File: src/design/polyline_rect_clipper_unit_defines.svh
// Assertion macros for the polyline rectangle clipper.
`ifndef POLYLINE_RECT_CLIPPER_UNIT_DEFINES_SVH
`define POLYLINE_RECT_CLIPPER_UNIT_DEFINES_SVH
`ifndef SYNTHESIS
// Implication checked on every rising clock edge outside reset
`define PRC_ASSERT_IMP(label, clk, rst_n, ante, cons) \
	label: assert property (@(posedge clk) disable iff (!rst_n) (ante) |-> (cons)) \
		else $error("assertion failed");
// Next-cycle implication outside reset
`define PRC_ASSERT_NXT(label, clk, rst_n, ante, cons) \
	label: assert property (@(posedge clk) disable iff (!rst_n) (ante) |=> (cons)) \
		else $error("assertion failed");
`else
`define PRC_ASSERT_IMP(label, clk, rst_n, ante, cons)
`define PRC_ASSERT_NXT(label, clk, rst_n, ante, cons)
`endif
`endif

File: src/design/prc_pkg.sv
// -----------------------------------------------------------------------------
// prc_pkg
// Shared types and codes for the polyline rectangle clipper.
// -----------------------------------------------------------------------------
`default_nettype none
package prc_pkg;
	// configuration register indexes
	localparam logic [1:0] REG_LEFT   = 2'd0;
	localparam logic [1:0] REG_BOTTOM = 2'd1;
	localparam logic [1:0] REG_RIGHT  = 2'd2;
	localparam logic [1:0] REG_TOP    = 2'd3;
	localparam int CFG_IDX_W = 8;

	// request from sequencer to divider
	typedef struct packed {
		logic start;
	} div_ctl_t;
endpackage
`default_nettype wire

File: src/design/prc_if.sv
// -----------------------------------------------------------------------------
// prc_if
// Ready/valid channel interfaces for the clipper.
// -----------------------------------------------------------------------------
`default_nettype none
interface prc_vtx_if #(parameter int CW = 24) ();
	logic          valid;
	logic          ready;
	logic [CW-1:0] vx;
	logic [CW-1:0] vy;
	logic          final_vertex;
	modport source (output valid, vx, vy, final_vertex, input ready);
	modport sink   (input valid, vx, vy, final_vertex, output ready);
endinterface

interface prc_pt_if #(parameter int CW = 24) ();
	logic          valid;
	logic          ready;
	logic [CW-1:0] px;
	logic [CW-1:0] py;
	logic          piece_start;
	logic          run_last;
	modport source (output valid, px, py, piece_start, run_last, input ready);
	modport sink   (input valid, px, py, piece_start, run_last, output ready);
endinterface

interface prc_cfg_if #(parameter int CW = 24) ();
	logic                          valid;
	logic                          ready;
	logic [prc_pkg::CFG_IDX_W-1:0] index;
	logic [CW-1:0]                 data;
	modport source (output valid, index, data, input ready);
	modport sink   (input valid, index, data, output ready);
endinterface
`default_nettype wire

File: src/design/prc_divider.sv
// -----------------------------------------------------------------------------
// prc_divider
// Restoring divider, one quotient bit per cycle, saturating t quotient.
// -----------------------------------------------------------------------------
`default_nettype none
module prc_divider
	import prc_pkg::*;
#(
	parameter int NW = 26,
	parameter int FB = 16
) (
	input  wire logic          clk,
	input  wire logic          arst_n,
	input  wire div_ctl_t      ctl,
	input  wire logic [NW-1:0] num,
	input  wire logic [NW-1:0] den,
	output logic               done,
	output logic [FB+1:0]      quot
);
	localparam int QW = NW + FB;
	localparam int CNW = $clog2(QW + 1);
	localparam logic [QW-1:0] SAT = QW'((64'd1 << FB) + 64'd1);

	logic [QW-1:0]  dvd_q;
	logic [QW-1:0]  quo_q;
	logic [NW:0]    rem_q;
	logic [NW-1:0]  den_q;
	logic [CNW-1:0] cnt_q;
	logic           busy_q;
	logic [NW:0]    trial;
	logic [NW:0]    diff;

	assign trial = {rem_q[NW-1:0], dvd_q[QW-1]};
	assign diff  = trial - {1'b0, den_q};

	// shift-subtract iteration
	always_ff @(posedge clk or negedge arst_n) begin
		if (!arst_n) begin
			busy_q <= 1'b0;
			cnt_q  <= '0;
			done   <= 1'b0;
		end else begin
			done <= 1'b0;
			if (ctl.start) begin
				busy_q <= 1'b1;
				cnt_q  <= CNW'(QW);
			end else if (busy_q) begin
				cnt_q <= cnt_q - 1'b1;
				if (cnt_q == CNW'(1)) begin
					busy_q <= 1'b0;
					done   <= 1'b1;
				end
			end
		end
	end

	always_ff @(posedge clk) begin
		if (ctl.start) begin
			dvd_q <= {num, {FB{1'b0}}};
			den_q <= den;
			rem_q <= '0;
			quo_q <= '0;
		end else if (busy_q) begin
			dvd_q <= {dvd_q[QW-2:0], 1'b0};
			if (!diff[NW]) begin
				rem_q <= diff;
				quo_q <= {quo_q[QW-2:0], 1'b1};
			end else begin
				rem_q <= trial;
				quo_q <= {quo_q[QW-2:0], 1'b0};
			end
		end
	end

	assign quot = (quo_q > SAT) ? (FB+2)'(SAT) : quo_q[FB+1:0];
endmodule
`default_nettype wire

File: src/design/prc_seq.sv
// -----------------------------------------------------------------------------
// prc_seq
// Sequencer: edge tests on the shared divider, then interpolation.
// -----------------------------------------------------------------------------
`default_nettype none
module prc_seq
	import prc_pkg::*;
#(
	parameter int CW = 24,
	parameter int FB = 16
) (
	input  wire logic clk,
	input  wire logic arst_n,
	prc_vtx_if.sink   vin,
	prc_pt_if.source  pout,
	prc_cfg_if.sink   cfg,
	output logic      busy
);
	localparam int NW = CW + 2;
	localparam int TW = FB + 2;
	localparam logic [TW-1:0] T_ONE = TW'(1) << FB;

	localparam logic [3:0] S_IDLE = 4'd0;
	localparam logic [3:0] S_EDGE = 4'd1;
	localparam logic [3:0] S_DIVW = 4'd2;
	localparam logic [3:0] S_DEC  = 4'd3;
	localparam logic [3:0] S_MUL  = 4'd4;
	localparam logic [3:0] S_MACC = 4'd5;
	localparam logic [3:0] S_EMIT = 4'd6;
	localparam logic [3:0] S_OUT  = 4'd7;

	logic [3:0] state_q;
	logic signed [CW-1:0] wl_q, wb_q, wr_q, wt_q;
	logic signed [CW-1:0] ax_q, ay_q, bx_q, by_q;
	logic have_prev_q, piece_open_q, fin_q;
	logic [1:0] edge_q;
	logic [TW-1:0] t0_q, t1_q;
	logic hit_q;
	// interpolation: ptsel_q 0..3 = t0.x t0.y t1.x t1.y
	logic [1:0] ptsel_q;
	logic signed [CW-1:0] res_q [4];
	logic signed [CW+1:0] pe_q, qe_q;
	logic emit0_q;
	logic out_v_q, out_phase_q;

	// current edge terms
	logic signed [CW+1:0] dx, dy, pe, qe;
	always_comb begin
		dx = (CW+2)'(bx_q) - (CW+2)'(ax_q);
		dy = (CW+2)'(by_q) - (CW+2)'(ay_q);
		case (edge_q)
			2'd0: begin pe = -dx; qe = (CW+2)'(ax_q) - (CW+2)'(wl_q); end
			2'd1: begin pe = dx;  qe = (CW+2)'(wr_q) - (CW+2)'(ax_q); end
			2'd2: begin pe = -dy; qe = (CW+2)'(ay_q) - (CW+2)'(wb_q); end
			default: begin pe = dy; qe = (CW+2)'(wt_q) - (CW+2)'(ay_q); end
		endcase
	end

	// divider operands use the registered edge terms
	logic signed [CW+1:0] num_s, den_s;
	assign num_s = pe_q[CW+1] ? -qe_q : qe_q;
	assign den_s = pe_q[CW+1] ? -pe_q : pe_q;
	div_ctl_t dctl;
	logic div_done;
	logic [TW-1:0] quot;
	logic div_go_q;
	assign dctl.start = div_go_q;

	prc_divider #(.NW(NW), .FB(FB)) u_div (
		.clk, .arst_n, .ctl(dctl), .num(num_s), .den(den_s),
		.done(div_done), .quot
	);

	// shared multiplier: |d| * t, registered; next product once the last is accumulated
	logic signed [CW:0] dsel;
	logic signed [CW-1:0] asel;
	logic [TW-1:0] tsel;
	logic [CW:0] dmag;
	always_comb begin
		asel = ptsel_q[0] ? ay_q : ax_q;
		dsel = ptsel_q[0] ? ((CW+1)'(by_q) - (CW+1)'(ay_q))
		                  : ((CW+1)'(bx_q) - (CW+1)'(ax_q));
		tsel = ptsel_q[1] ? t1_q : t0_q;
		dmag = dsel[CW] ? (CW+1)'(-dsel) : (CW+1)'(dsel);
	end
	logic [CW+TW:0] prod_q;
	logic neg_q;
	logic [CW+TW:0] rnd;
	assign rnd = prod_q + ((CW+TW+1)'(1) << (FB-1));

	assign busy = (state_q != S_IDLE);
	assign vin.ready = (state_q == S_IDLE);
	assign cfg.ready = 1'b1;
	assign pout.valid = out_v_q;
	assign pout.px = out_phase_q ? res_q[2] : res_q[0];
	assign pout.py = out_phase_q ? res_q[3] : res_q[1];
	assign pout.piece_start = !out_phase_q;
	assign pout.run_last = out_phase_q;

	always_ff @(posedge clk or negedge arst_n) begin
		if (!arst_n) begin
			state_q <= S_IDLE;
			wl_q <= '0; wb_q <= '0;
			wr_q <= CW'(262144); wt_q <= CW'(262144);
			have_prev_q <= 1'b0; piece_open_q <= 1'b0;
			ax_q <= '0; ay_q <= '0;
			div_go_q <= 1'b0;
			out_v_q <= 1'b0;
			out_phase_q <= 1'b0;
		end else begin
			div_go_q <= 1'b0;
			if (cfg.valid) begin
				case (cfg.index)
					CFG_IDX_W'(REG_LEFT):   wl_q <= cfg.data;
					CFG_IDX_W'(REG_BOTTOM): wb_q <= cfg.data;
					CFG_IDX_W'(REG_RIGHT):  wr_q <= cfg.data;
					CFG_IDX_W'(REG_TOP):    wt_q <= cfg.data;
					default: ;
				endcase
			end
			case (state_q)
				S_IDLE: if (vin.valid) begin
					bx_q <= vin.vx; by_q <= vin.vy; fin_q <= vin.final_vertex;
					edge_q <= 2'd0; t0_q <= '0; t1_q <= T_ONE; hit_q <= 1'b1;
					state_q <= have_prev_q ? S_EDGE : S_DEC;
				end
				// evaluate one edge
				S_EDGE: begin
					pe_q <= pe; qe_q <= qe;
					if (pe == '0) begin
						if (qe[CW+1]) hit_q <= 1'b0;
						edge_q <= edge_q + 1'b1;
						if (qe[CW+1] || edge_q == 2'd3) state_q <= S_DEC;
					end else if ((pe[CW+1] ? -qe : qe) < 0) begin
						// negative quotient: -1
						if (!pe[CW+1]) begin
							hit_q <= 1'b0; state_q <= S_DEC;
						end else begin
							edge_q <= edge_q + 1'b1;
							if (edge_q == 2'd3) state_q <= S_DEC;
						end
					end else begin
						div_go_q <= 1'b1; state_q <= S_DIVW;
					end
				end
				S_DIVW: if (div_done) begin
					logic [TW-1:0] n0, n1;
					n0 = t0_q; n1 = t1_q;
					if (pe_q[CW+1]) begin if (quot > n0) n0 = quot; end
					else begin if (quot < n1) n1 = quot; end
					t0_q <= n0; t1_q <= n1;
					edge_q <= edge_q + 1'b1;
					if (n0 > n1) begin hit_q <= 1'b0; state_q <= S_DEC; end
					else if (edge_q == 2'd3) state_q <= S_DEC;
					else state_q <= S_EDGE;
				end
				// decide on results, or finish item
				S_DEC: begin
					if (!have_prev_q) state_q <= S_OUT;
					else if (!hit_q) begin piece_open_q <= 1'b0; state_q <= S_OUT; end
					else begin
						emit0_q <= !piece_open_q || (t0_q != '0);
						piece_open_q <= (t1_q >= T_ONE);
						ptsel_q <= 2'd0; state_q <= S_MUL;
					end
				end
				S_MUL: begin
					prod_q <= (CW+TW+1)'(dmag) * (CW+TW+1)'(tsel);
					neg_q <= dsel[CW];
					state_q <= S_MACC;
				end
				S_MACC: begin
					if (neg_q) res_q[ptsel_q] <= asel - CW'(rnd >> FB);
					else       res_q[ptsel_q] <= asel + CW'(rnd >> FB);
					ptsel_q <= ptsel_q + 1'b1;
					state_q <= (ptsel_q == 2'd3) ? S_EMIT : S_MUL;
				end
				S_EMIT: begin
					if (!out_v_q) begin
						out_v_q <= 1'b1; out_phase_q <= !emit0_q;
					end else if (pout.ready) begin
						if (out_phase_q) begin out_v_q <= 1'b0; state_q <= S_OUT; end
						else out_phase_q <= 1'b1;
					end
				end
				S_OUT: begin
					ax_q <= bx_q; ay_q <= by_q;
					have_prev_q <= !fin_q;
					if (fin_q) piece_open_q <= 1'b0;
					state_q <= S_IDLE;
				end
				default: state_q <= S_IDLE;
			endcase
		end
	end
endmodule
`default_nettype wire

File: src/design/polyline_rect_clipper_unit.sv
// Channel   Dir  Payload
// vin       in   vx, vy, final_vertex
// pout      out  px, py, piece_start, run_last
// cfg       in   index, data (window edges)
// A segment is accepted, runs its edge tests (one per window edge) on the divider
// and is decided on; on a hit it is interpolated on the multiplier and gives
// up to two results. Then it is wrapped up. A first vertex is only accepted,
// decided on and wrapped up. Not ready while an item is in work. Results stall
// the block until taken. Reset is asynchronous, active low.
// -----------------------------------------------------------------------------
// polyline_rect_clipper_unit
// Streaming Liang-Barsky clipper of polylines against a window.
// -----------------------------------------------------------------------------
`default_nettype none
`include "polyline_rect_clipper_unit_defines.svh"
module polyline_rect_clipper_unit
	import prc_pkg::*;
#(
	parameter int COORD_WIDTH = 24,
	parameter int T_FRAC_BITS = 16
) (
	input wire logic clk,
	input wire logic arst_n,
	prc_vtx_if.sink  vin,
	prc_pt_if.source pout,
	prc_cfg_if.sink  cfg
);
	logic busy;

	prc_seq #(.CW(COORD_WIDTH), .FB(T_FRAC_BITS)) u_seq (
		.clk, .arst_n, .vin, .pout, .cfg, .busy
	);

	`PRC_ASSERT_IMP(a_no_accept_busy, clk, arst_n, busy, !vin.ready)
	`PRC_ASSERT_IMP(a_out_only_busy, clk, arst_n, pout.valid, busy)
	`PRC_ASSERT_NXT(a_accept_busy, clk, arst_n, vin.valid && vin.ready, busy)
endmodule
`default_nettype wire

File: src/flat_wrapper.sv
// flat-port wrapper written by rule: the top's interface ports become plain ports
module polyline_rect_clipper_unit_flat import prc_pkg::*;
#(
	parameter int COORD_WIDTH = 24,
	parameter int T_FRAC_BITS = 16
)
  (clk, arst_n, vin_valid, vin_vx, vin_vy, vin_final_vertex, vin_ready, pout_valid, pout_px, pout_py, pout_piece_start, pout_run_last, pout_ready, cfg_valid, cfg_index, cfg_data, cfg_ready);
  prc_vtx_if vin_i ();
  prc_pt_if pout_i ();
  prc_cfg_if cfg_i ();
  input wire logic clk;
  input wire logic arst_n;
  input wire logic [$bits(vin_i.valid)-1:0] vin_valid;
  input wire logic [$bits(vin_i.vx)-1:0] vin_vx;
  input wire logic [$bits(vin_i.vy)-1:0] vin_vy;
  input wire logic [$bits(vin_i.final_vertex)-1:0] vin_final_vertex;
  output wire logic [$bits(vin_i.ready)-1:0] vin_ready;
  output wire logic [$bits(pout_i.valid)-1:0] pout_valid;
  output wire logic [$bits(pout_i.px)-1:0] pout_px;
  output wire logic [$bits(pout_i.py)-1:0] pout_py;
  output wire logic [$bits(pout_i.piece_start)-1:0] pout_piece_start;
  output wire logic [$bits(pout_i.run_last)-1:0] pout_run_last;
  input wire logic [$bits(pout_i.ready)-1:0] pout_ready;
  input wire logic [$bits(cfg_i.valid)-1:0] cfg_valid;
  input wire logic [$bits(cfg_i.index)-1:0] cfg_index;
  input wire logic [$bits(cfg_i.data)-1:0] cfg_data;
  output wire logic [$bits(cfg_i.ready)-1:0] cfg_ready;
  assign vin_i.valid = vin_valid;
  assign vin_i.vx = vin_vx;
  assign vin_i.vy = vin_vy;
  assign vin_i.final_vertex = vin_final_vertex;
  assign vin_ready = vin_i.ready;
  assign pout_valid = pout_i.valid;
  assign pout_px = pout_i.px;
  assign pout_py = pout_i.py;
  assign pout_piece_start = pout_i.piece_start;
  assign pout_run_last = pout_i.run_last;
  assign pout_i.ready = pout_ready;
  assign cfg_i.valid = cfg_valid;
  assign cfg_i.index = cfg_index;
  assign cfg_i.data = cfg_data;
  assign cfg_ready = cfg_i.ready;
  polyline_rect_clipper_unit #(.COORD_WIDTH(COORD_WIDTH), .T_FRAC_BITS(T_FRAC_BITS)) u_core (.clk(clk), .arst_n(arst_n), .vin(vin_i), .pout(pout_i), .cfg(cfg_i));
endmodule
File: config.mk
export PLATFORM = sky130hd
export DESIGN_NAME = polyline_rect_clipper_unit_flat
export DESIGN_NICKNAME = d
export VERILOG_FILES = /design/src/design/prc_pkg.sv /design/src/design/prc_if.sv /design/src/design/prc_divider.sv /design/src/design/prc_seq.sv /design/src/design/polyline_rect_clipper_unit.sv /design/src/flat_wrapper.sv
export VERILOG_INCLUDE_DIRS = /design/src /design/src/design
export SDC_FILE = /design/constraint.sdc
export NUM_CORES = 2
export LEC_CHECK = 0
export ABC_AREA = 0
export BUFFER_PORTS_ARGS = -buffer_cell sky130_fd_sc_hd__buf_2
export CAP_MARGIN = 5
export CORE_ASPECT_RATIO = 1.75
export CORE_MARGIN = 2
export CORE_UTILIZATION = 45
export DETAILED_ROUTE_END_ITERATION = 8
export GPL_ROUTABILITY_DRIVEN = 1
export PLACE_DENSITY = 0.58
export SYNTH_ARGS = -nofsm -noshare
export SYNTH_HDL_FRONTEND = slang
export SYNTH_SLANG_ARGS = --single-unit
File: constraint.sdc
create_clock -name clk -period 10.55 [get_ports clk]
set_input_delay 0.5275 -clock clk [delete_from_list [all_inputs] [get_ports clk]]
set_output_delay 0.5275 -clock clk [all_outputs]
set_load 0.005 [all_outputs]
# == After elaboration in Yosys (flattened, before gate mapping) ==
# Memories as Yosys holds them, arrays and structs flattened.
# Index checks and enable logic that the tools add are counted.
# totals
ramBits,96
register_bits,465
inputBits,86
wordCells,218
mem_count,1
# op_classes
multipliers,1
bitwise,1
order_cmp,6
reduce_logical,33
n_eq_ne,31
n_addsub,21
mux,91
# memory_table
memory,depth,word_bits,rd,rd_clocked_by_memory_dff,write_ports,line,source
u_core.u_seq.res_q,4,24,4,0,1,prc_seq.sv:41,logic signed [CW-1:0] res_q [4];
# ops
op,count
$mux W18,14
$sub A24 B24 Y25,8
$pmux W26 S3,2
$mux W24,4
$mux W42,2
$neg A26 Y26,3
$mux W25,3
$pmux W18 S2,2
$mux W26,2
$gt A42 B17 Y1 const B,1
$add A40 B16 Y40 const B,1
$mul A25 B18 Y40,1
$mux W4,10
$gt A18 B18 Y1,2
$lt A32 B1 Y1 const B,1
$mux W32,1
$neg A26 Y32,1
$mux W1,31
$pmux W4 S7,1
$sub A27 B26 Y27,1
$logic_not A26 Y1,1
$mux W2,13
$neg A25 Y26,1
$neg A25 Y25,1
other kinds (39),77

# == Longest topological paths before layout ==
# depth
word_depth,11
ltp_mapped,42
depth_no_buf,40

# == Cells and area by module ==
# Synthesis repeated with hierarchy kept, for this count alone.
# unflattened
cells_unflattened,5497
hier_area_um2,51303.0
# modules_own_cells
module,seq_area_each_um2,area_per_inst_um2,instances,cells_each
prc_seq,11733.8,44783.0,1,4864
prc_divider,3123.0,6520.0,1,633

# == Worst setup path after synthesis ==
# Ideal clock, no wire load.
# synth_path
path_type,register -> register
startpoint,register u_core.u_seq.ay_q[15]
endpoint,register u_core.u_seq.prod_q[39] (data pin)
path_slack_ps,1112
t_required_ps,10279
path_stages_with_launch,40
t_arrival_ps,9167
setup_time_ps,271
path_cell_list,dfrtp_1 inv_1 ha_1 clkbuf_1 and3_1 and2_1 or4b_2 a21oi_1 o21ai_0 o221ai_1 mux2_2 clkinv_1 clkbuf_1 nand2_1 xor2_1 clkbuf_1 nand2_1 fa_1 [... 4 more ...] inv_1 fa_1 inv_1 fa_1 inv_1 fa_1 ha_1 a21o_1 a21oi_1 nand3_1 nand3_1 nand3_1 nand2_1 o22ai_1 a21oi_1 nor3_1 a2111oi_0 xnor2_1
# synth_via
elab_chain_len,5
# synth_rtl
element,line,source
start: declaration,prc_seq.sv:34,"logic signed [CW-1:0] ax_q, ay_q, bx_q, by_q;"
start signal: assignment,prc_seq.sv:187,ax_q <= bx_q; ay_q <= by_q;
$sub A24 B24 Y25 *,prc_seq.sv:81,dsel = ptsel_q[0] ? ((CW+1)'(by_q) - (CW+1)'(ay_q))
$mux W25 *,prc_seq.sv:81,
named net u_core.u_seq.dsel[24],prc_seq.sv:75,logic signed [CW:0] dsel;
$neg A25 Y25,prc_seq.sv:84,dmag = dsel[CW] ? (CW+1)'(-dsel) : (CW+1)'(dsel);
$mux W25 *,prc_seq.sv:84,
$mul A25 B18 Y40 *,prc_seq.sv:168,prod_q <= (CW+TW+1)'(dmag) * (CW+TW+1)'(tsel);
end signal: assignment,prc_seq.sv:168,
end: declaration,prc_seq.sv:86,logic [CW+TW:0] prod_q;
# Mark *: on every way through the listed nets, which the timed path passes. The rest lies on a longest branch.
# A chain may end at the register's enable or synchronous reset.

# == Worst setup path in the final report ==
# layout_path
startpoint,register u_core.u_seq.ay_q[4]
endpoint,register u_core.u_seq.prod_q[39] (data pin)
# layout_via
elab_chain_len,5
# layout_rtl
element,line
$sub A24 B24 Y25 *,prc_seq.sv:81
$mux W25 *,prc_seq.sv:81
$neg A25 Y25,prc_seq.sv:84
$mux W25 *,prc_seq.sv:84
$mul A25 B18 Y40 *,prc_seq.sv:168
# Every way passes the cells marked *; elsewhere a longest branch is shown, timed or not.

==> metrics.csv <==
metric,value,unit
stdcell_count,7198,
fmax,99.8,MHz
syn_area,51000,µm²
worst_path_largest_cell_delay,0.80,ns
ios,139,
dpl.hpwl,139,mm
outcome,"complete, no violations",
ys_types,112,
max_cap_violations,0,
dp.cells,7073,
cts_max_path_buffers,3,
grt-ovfl-total,0,
ys_top_cells_by_count,"683 x inv_1, 534 x nor2_1, 485 x nand2_1",
avgSynthCellArea,9.32,µm²
synthArstFlopShare,0.294,
synth_edf_count,316,
hold_viol,0,
drc,0,
cts_tree,yes,
die_y,449,µm
grt_max_degree,78,
min_period_over_period,0.950,
crit_fanout,7,
rsz0062_at_grt,false,
num_rows,163,
cts_sinks,544,
period_needed,10.02,ns
synth_warnings,0,
final-max-slew-violation-count,0,
slowest_stage,xnor2_1,
critPathArrivalTime,10.41,ns
crit_type,reg -> reg,
wl_per_cell,24.1,µm
gp_congestion,0.985,
grt_pass1_vias,42800,
synth_ff_type,edfxtp_1,
antenna_found_initial,8,
ant_nets,0,
firstDrtPassIters,5,
worstPathRequired,10.93,ns
worst_slew_pin_slew,1.28,ns
yosys-top-cells-area,"edfxtp_1 19%, fa_1 15%, ha_1 8.8%, dfrtp_1 7.7%, inv_1 5.0%",
grt_pass1_wl,260,mm
drive_gt1_frac,0.127,
critPathLaunchType,flip-flop,
core_area,113000,µm²
fin_worst_skew,0.0450,ns
yosysTopAreaCell,edfxtp_1,
fin_nets,6479,
ys_ff_latch,544,
clock_latency,0.68,ns
setup_violations,0,
end_kind,flip-flop,
syn_inst,5476,
routed_wirelength,174,mm
start_util,0.453,
hold_class,in -> reg,
yosysSeqAreaShare,0.291,
cts-htree-levels,2,
via_per_inst,5.81,
cts-root-buf,clkbuf_16,
drtIter0Drc,2437,
die-area,116000,µm²
numCtsBuffers,54,
vias,41800,
grtUsageTotal,0.298,
portBuffers,137,
clkTransAtPathRegs,0.08,ns
die_x,259,µm
synth_top_area_frac,0.186,
syn_to_final_growth,10.8,%
post-synth-top-count-cell,inv_1,
relSlewSlack,0.121,
## per-layer routing
| layer | global-route usage | share of wire | up-vias |
|---|---|---|---|
| li1 | - | - | 19300 |
| met1 | 0.299 | 0.34 | 20800 |
| met2 | 0.557 | 0.53 | 1237 |
| met3 | 0.0331 | 0.038 | 527 |
| met4 | 0.227 | 0.094 | 4 |
| met5 | 0 | 0.00016 | - |
## state kept, by name, indices dropped and copies added, names as in the netlist, 25 cells and up
signal                    count
u_core.u_seq.res_q           96
u_core.u_seq.u_div.quo_q     42
u_core.u_seq.pe_q            26
u_core.u_seq.u_div.den_q     26
u_core.u_seq.u_div.dvd_q     26
u_core.u_seq.u_div.rem_q     26
u_core.u_seq.prod_q          25
u_core.u_seq.qe_q            25
## area by class of cell
| cell class | count | area [µm²] |
|---|---|---|
| multi-input combinational | 4051 | 33100 |
| clock inverter | 31 | 368 |
| antenna | 6 | 15.0 |
| timing repair buffer | 323 | 2150 |
| inverter | 686 | 2580 |
| fill | 10800 | 56100 |
| tap | 1485 | 1860 |
| clock buffer | 71 | 1570 |
| timing repair inverter | 1 | 5.00 |
| sequential | 544 | 14900 |
## path summary, 6_finish.rpt
kind	endpoint	from	depth (start not counted)	slack, ns
max	u_core.u_seq.prod_q[39]$_DFFE_PP_	u_core.u_seq.ay_q[4]$_DFFE_PN0P_	36	0.53
min	u_core.u_seq.bx_q[14]$_DFFE_PP_	vin_vx[14]	1	0.03
max reg2reg	u_core.u_seq.prod_q[39]$_DFFE_PP_	u_core.u_seq.ay_q[4]$_DFFE_PN0P_	36	0.53
min reg2reg	u_core.u_seq.have_prev_q$_DFFE_PN0P_	u_core.u_seq.fin_q$_DFFE_PP_	1	0.49
max in group asynchronous	u_core.u_seq.wr_q[3]$_DFFE_PN0P_	arst_n	3	8.85
min in group asynchronous	u_core.u_seq.u_div.cnt_q[0]$_DFFE_PN0P_	arst_n	2	0.35
## cells in the final DEF (no fill, tap or decap), types with 16 or more instances in the layout
cell and count:
a2111oi_0 16, a211o_1 23, a211oi_1 60, a21o_1 85
a21oi_1 217, a22oi_1 16, a31oi_1 44, and2_1 80
and3_1 39, buf_2 136, buf_4 170, clkbuf_16 58
dfrtp_1 155, dfxtp_1 68, edfxtp_1 316, fa_1 371
ha_1 358, inv_1 683, mux2_2 200, mux2i_1 114
nand2_1 485, nand2b_1 61, nand3_1 99, nand4_1 50
nor2_1 532, nor2b_1 45, nor3_1 87, nor4_1 36
o211ai_1 29, o21a_1 38, o21ai_0 214, o21ai_1 16
o31ai_1 31, o41ai_1 16, or2_2 24, or3_1 30
or4_1 22, xnor2_1 185, xor2_1 99
## per-stage QoR
step	utilization	hold WS, ns	setup TNS [ns]	cell area, µm²	setup WS [ns]
after detailed placement	0.482	0.480	-0.270	54300	-0.148
after global placement	0.482	0.466	-0.0153	54300	-0.0153
after floorplan	-	0.232	0	51000	1.11
final	0.502	0.0322	0	56500	0.527
after global routing	0.502	0.00959	0	56500	0.00321
after CTS	0.501	0.000970	0	56300	0.144
## logic make-up (layout without fill, tap and decap cells)
| group | after synthesis | in the layout | share of synthesized area |
|---|---|---|---|
| xor+xnor | 293 | 293 | 0.0510 |
| buf+inv | 882 | 1112 | 0.0653 |
| mux | 321 | 321 | 0.0679 |
| simple gates | 1686 | 1686 | 0.157 |
| flops | 544 | 544 | 0.291 |
| other cells | 2 | 9 | 0.000147 |
| fa+ha+maj | 732 | 732 | 0.234 |
| compound gates | 1016 | 1016 | 0.133 |
## critical path: cells and delay by family, from the launching register on
kind                     cells  cell delay [ns]
AND/OR/NAND/NOR              8             1.60
AO/OA/AOI/OAI                9             1.92
buffers and inverters        8             1.05
XOR/XNOR                     3             1.13
flip-flops                   1             0.41
multiplexers                 1             0.23
adder cells (fa/ha/maj)      7             3.39
## what timing repair did
| action | CTS | global route |
|---|---|---|
| setup endpoints to repair | 3 | 7 |
| hold buffers | 13 | 0 |
| pin swaps | 0 | 4 |
| buffers inserted | 0 | 3 |
| hold endpoints to repair | 48 | 0 |
| resized for setup | 2 | 27 |
| gates cloned | 0 | 1 |
Power is left out: the tool's default activity adds up to more than one toggle a clock period on the data nets, which glitch-free logic cannot reach.
